<file path="src/rvex_pkg.sv">
// Shared types and constants for the RV32IM execute unit.
package rvex_pkg;

  localparam int XLEN       = 32;
  localparam int DIV_STAGES = XLEN;

  localparam logic [6:0] OPC_LUI    = 7'h37;
  localparam logic [6:0] OPC_AUIPC  = 7'h17;
  localparam logic [6:0] OPC_LOAD   = 7'h03;
  localparam logic [6:0] OPC_STORE  = 7'h23;
  localparam logic [6:0] OPC_AMO    = 7'h2f;
  localparam logic [6:0] OPC_JAL    = 7'h6f;
  localparam logic [6:0] OPC_JALR   = 7'h67;
  localparam logic [6:0] OPC_BRANCH = 7'h63;
  localparam logic [6:0] OPC_OPIMM  = 7'h13;
  localparam logic [6:0] OPC_OP     = 7'h33;
  localparam logic [6:0] F7_MULDIV  = 7'h01;

  // funct3 codes of the M extension
  localparam logic [2:0] F3_MUL    = 3'd0;
  localparam logic [2:0] F3_MULH   = 3'd1;
  localparam logic [2:0] F3_MULHSU = 3'd2;
  localparam logic [2:0] F3_MULHU  = 3'd3;
  localparam logic [2:0] F3_DIV    = 3'd4;
  localparam logic [2:0] F3_DIVU   = 3'd5;
  localparam logic [2:0] F3_REM    = 3'd6;
  localparam logic [2:0] F3_REMU   = 3'd7;

  // funct3 codes of branches
  localparam logic [2:0] F3_BEQ  = 3'd0;
  localparam logic [2:0] F3_BNE  = 3'd1;
  localparam logic [2:0] F3_BLT  = 3'd4;
  localparam logic [2:0] F3_BGE  = 3'd5;
  localparam logic [2:0] F3_BLTU = 3'd6;
  localparam logic [2:0] F3_BGEU = 3'd7;

  // funct3 codes of OP / OP-IMM
  localparam logic [2:0] F3_ADD  = 3'd0;
  localparam logic [2:0] F3_SLL  = 3'd1;
  localparam logic [2:0] F3_SLT  = 3'd2;
  localparam logic [2:0] F3_SLTU = 3'd3;
  localparam logic [2:0] F3_XOR  = 3'd4;
  localparam logic [2:0] F3_SRL  = 3'd5;
  localparam logic [2:0] F3_OR   = 3'd6;
  localparam logic [2:0] F3_AND  = 3'd7;

  // Everything an item carries down the pipe besides the divider data
  typedef struct packed {
    logic [XLEN-1:0]   alu_result;
    logic [XLEN-1:0]   amo_addr;
    logic              redirect;
    logic [XLEN-1:0]   jump_target;
    logic              exc_out;
    logic [XLEN-1:0]   tval_out;
    logic              is_md;
    logic [2:0]        f3;
    logic              neg_q;
    logic              neg_r;
    logic              div_zero;
    logic [XLEN-1:0]   dividend;
    logic [2*XLEN-1:0] product;
  } rvex_meta_t;

endpackage

</file>
<file path="src/rvex_div_stage.sv">
// One registered restoring-division step: one quotient bit per stage.
module rvex_div_stage import rvex_pkg::*; (
  input  logic            clk,
  input  logic            en,
  input  logic [XLEN-1:0] rem_i,
  input  logic [XLEN-1:0] quo_i,
  input  logic [XLEN-1:0] dvs_i,
  output logic [XLEN-1:0] rem_o,
  output logic [XLEN-1:0] quo_o,
  output logic [XLEN-1:0] dvs_o
);

  logic [XLEN:0] shifted;
  logic [XLEN:0] diff;

  // shift in the next dividend bit and try to subtract
  assign shifted = {rem_i, quo_i[XLEN-1]};
  assign diff    = shifted - {1'b0, dvs_i};

  always_ff @(posedge clk) begin
    if (en) begin
      dvs_o <= dvs_i;
      if (!diff[XLEN]) begin
        rem_o <= diff[XLEN-1:0];
        quo_o <= {quo_i[XLEN-2:0], 1'b1};
      end else begin
        rem_o <= shifted[XLEN-1:0];
        quo_o <= {quo_i[XLEN-2:0], 1'b0};
      end
    end
  end

endmodule

</file>
<file path="config.mk">
export PLATFORM = sky130hd
export DESIGN_NAME = rvex_div_stage
export DESIGN_NICKNAME = d
export VERILOG_FILES = /design/src/rvex_pkg.sv /design/src/rvex_div_stage.sv
export SDC_FILE = /design/constraint.sdc
export NUM_CORES = 1
export LEC_CHECK = 0
export BUFFER_PORTS_ARGS = -buffer_cell sky130_fd_sc_hd__buf_4
export CAP_MARGIN = 30
export CORE_ASPECT_RATIO = 0.6
export CORE_MARGIN = 8
export CORE_UTILIZATION = 54
export CTS_CLUSTER_DIAMETER = 30
export DETAILED_ROUTE_END_ITERATION = 16
export PLACE_DENSITY = 0.86
export SLEW_MARGIN = 10
export SYNTH_ARGS = -nofsm -noshare
export SYNTH_HDL_FRONTEND = slang
export SYNTH_SLANG_ARGS = --single-unit
</file>
<file path="constraint.sdc">
create_clock -name clk -period 6.3 [get_ports clk]
set_clock_uncertainty 0.2 [all_clocks]
set_input_delay 1.26 -clock clk [delete_from_list [all_inputs] [get_ports clk]]
set_output_delay 1.26 -clock clk [all_outputs]
set_load 0.1 [all_outputs]
</file>
==> results.sh <==
export IMPL_min_from="quo_i[17]"
export IMPL_end_kind="flop"
export IMPL_cts_tree="built"
export IMPL_worstSetupPathType="in -> reg"
export IMPL_setup_viol=0
export IMPL_place_ws_ns=1.285
export IMPL_final_hold_violation_count=0
export IMPL_worstHoldPathCells=1
export IMPL_yosysWarnings=0
export IMPL_grt_max_degree=61
export IMPL_crit_path_cell_trace="buf_4 > ha_1 > a21oi_4 > o211ai_1 > a221o_1 > a211o_1 > o21a_1 > o211ai_4 > inv_2 > mux2_4"
export IMPL_critPathSlowestCell="o211ai_4"
export IMPL_finalCriticalPeriod_ns=4.729
export IMPL_nNetsFinal=777
export IMPL_tns_ns=0
export IMPL_crit_fanout=28
export IMPL_initial_core_util_pct=54.79
export IMPL_worst_path_stages=10
export IMPL_max_stage_delay_ns=0.65
export IMPL_antenna_found_initial=0
export IMPL_critPathRequiredTime_ns=6.20
export IMPL_yosysSeqAreaShare_pct=54.02
export IMPL_grt_usage_pct=22.74
export IMPL_drt_iter0_markers=322
export IMPL_post_cts_buffers=0
export IMPL_dieWidth_um=144.3
export IMPL_finalCritPeriodShare_pct=75.06
export IMPL_rsz0062_at_grt="false"
export IMPL_synth_edf_count=96
export IMPL_synthFlopType="edfxtp_1"
export IMPL_drive_above_1_share_pct=35.79
export IMPL_vias_per_cell=5.555
export IMPL_synthesis_area_um2=5336
export IMPL_cap_violations=0
export IMPL_grt_pass1_vias=4302
export IMPL_max_freq_mhz=211.5
export IMPL_coreArea_um2=9739
export IMPL_ys_ff_latch=96
export IMPL_cts_root_buffer="clkbuf_16"
export IMPL_nFillCells=697
export IMPL_cts_max_level=3
export IMPL_maxSlewViolCount=0
export IMPL_async_flop_share_pct=0
export IMPL_clk_pin_slew_worst_paths_ns=0.07
export IMPL_cts_sinks=96
export IMPL_crit_buf_inv=2
export IMPL_final_common_cell="buf_4"
export IMPL_ios=194
export IMPL_critical_path_top_delay_family="compound AO/OA/AOI/OAI gates"
export IMPL_powerDensity_nw_per_um2=321.1
export IMPL_leakagePower_nw=3.250
export IMPL_hold_path_end="quo_o[18]$_DFFE_PP_"
export IMPL_worst_pin_slew_ns=0.7700
export IMPL_die_h_um=93
export IMPL_dp_hpwl_mm=12.36
export IMPL_drt_total_wl_mm=15.56
export IMPL_clk_path_buf_depth=2
export IMPL_ant_nets=0
export IMPL_io_buffers=193
export IMPL_ctsResizeCount=0
export IMPL_crit_path_start_kind="primary input"
export IMPL_routedWlPerCell_um=19.79
export IMPL_num_vias=4366
export IMPL_finalWeightedCongestion=0.9103
export IMPL_diodes=0
export IMPL_gr_total_overflow=0
export IMPL_synth_cell_types=49
export IMPL_final_cells=786
export IMPL_slew_headroom_pct=48.42
export IMPL_setup_slack_ns=1.571
export IMPL_worstPathArrival_ns=4.63
export IMPL_drt_first_pass_iters=7
export IMPL_tritoncts_num_buffers=9
export IMPL_synth_area_per_cell_um2=11.70
export IMPL_grt_pass1_wl_mm=23.49
export IMPL_final_cell_mix="194 x buf_4, 96 x edfxtp_1, 44 x nand2_1"
export IMPL_cts_hold_buffers=0
export IMPL_synth_nets=587
export IMPL_dp_cells=770
export IMPL_hp_class="in -> reg"
export IMPL_irDropWorstVdd_mv=0.1594
export IMPL_syn_inst=456
export IMPL_power_mw=2.301
export IMPL_core_rowCount=28
export IMPL_finalCoreUtilization_pct=73.57
export IMPL_area_growth_pct=34.28
export IMPL_status="complete, no violations"
export IMPL_route_detailed_drc=0
export IMPL_dieArea_um2=13420
## kinds of logic after synthesis
logic type                 Yosys count  share of synthesized area, %
AOI/OAI and AO/OA                  120                         14.94
and+or+nand+nor                    108                         9.707
DFF                                 96                         54.02
buffers and inverters               57                         4.455
adders and majority gates           33                         7.878
xor gates and xnor gates            24                         3.939
muxes                               18                         5.064
## power breakdown
part	total, mW	leakage, nW	switching (mW)	internal (mW)
registers	0.808	0.939	0.0205	0.788
clock network	0.529	0.139	0.253	0.275
logic	0.964	2.17	0.714	0.250
total	2.30	3.25	0.988	1.31
## layer usage
layer	track usage, %	up-vias	wire length, um
li1	-	2069	-
met1	28.89	2064	6618
met2	37.17	215	7162
met3	7.477	18	1629
met4	5.254	0	146
met5	0	-	0
## flip-flops by register name, summed over array words and instances, names as in the netlist
name   count
dvs_o     32
quo_o     32
rem_o     32
## cell type report
class / count / area (um^2) / area share, %
inverters: 42 / 157.7 / 2.200
flip-flops and latches: 96 / 2883 / 40.23
repair buffers: 194 / 1456 / 20.32
clock inverters: 7 / 58.81 / 0.8207
clock buffers: 9 / 225.2 / 3.143
multi-input cells: 303 / 2216 / 30.92
well taps: 135 / 168.9 / 2.357
## worst max-delay path by stage
stage | from | to
after floorplan | dvs_i[16] | rem_o[10]$_DFFE_PP_
after global placement | rem_i[15] | rem_o[16]$_DFFE_PP_
after detailed placement | rem_i[15] | rem_o[14]$_DFFE_PP_
after CTS | rem_i[15] | rem_o[17]$_DFFE_PP_
after global routing | rem_i[15] | rem_o[22]$_DFFE_PP_
final | rem_i[15] | rem_o[17]$_DFFE_PP_
## cell usage after synthesis (all sizes together) (2+ instances only)
library cell / n / area, um^2
edfxtp: 96 / 2883
nand2: 44 / 165.2
inv: 42 / 157.7
a21oi: 36 / 195.2
ha: 32 / 400.4
o21ai: 24 / 120.1
mux2: 18 / 270.3
nor2: 16 / 60.06
a21o: 15 / 112.6
xnor2: 14 / 122.6
clkbuf: 11 / 41.29
nand3: 11 / 55.05
xor2: 10 / 87.58
o211ai: 9 / 81.33
nand4: 7 / 43.79
and3: 6 / 37.54
o21a: 6 / 45.04
nand2b: 5 / 31.28
nor2b: 5 / 31.28
o21bai: 5 / 37.54
o31ai: 5 / 37.54
a211oi: 4 / 30.03
buf: 4 / 38.78
nor3: 4 / 20.02
and2: 3 / 18.77
a21boi: 2 / 15.01
a31oi: 2 / 12.51
and4: 2 / 17.52
o2111ai: 2 / 17.52
o41ai: 2 / 17.52
## stage by stage
stage / hold slack, ns / instance area [um^2]
floorplan: 1.159 / 5336
global placement: 1.238 / 6882
detailed placement: 1.240 / 6882
CTS: 0.8763 / 7166
global route: 0.8745 / 7166
finish: 0.8823 / 7166
(Power assumes the default switching activity.)
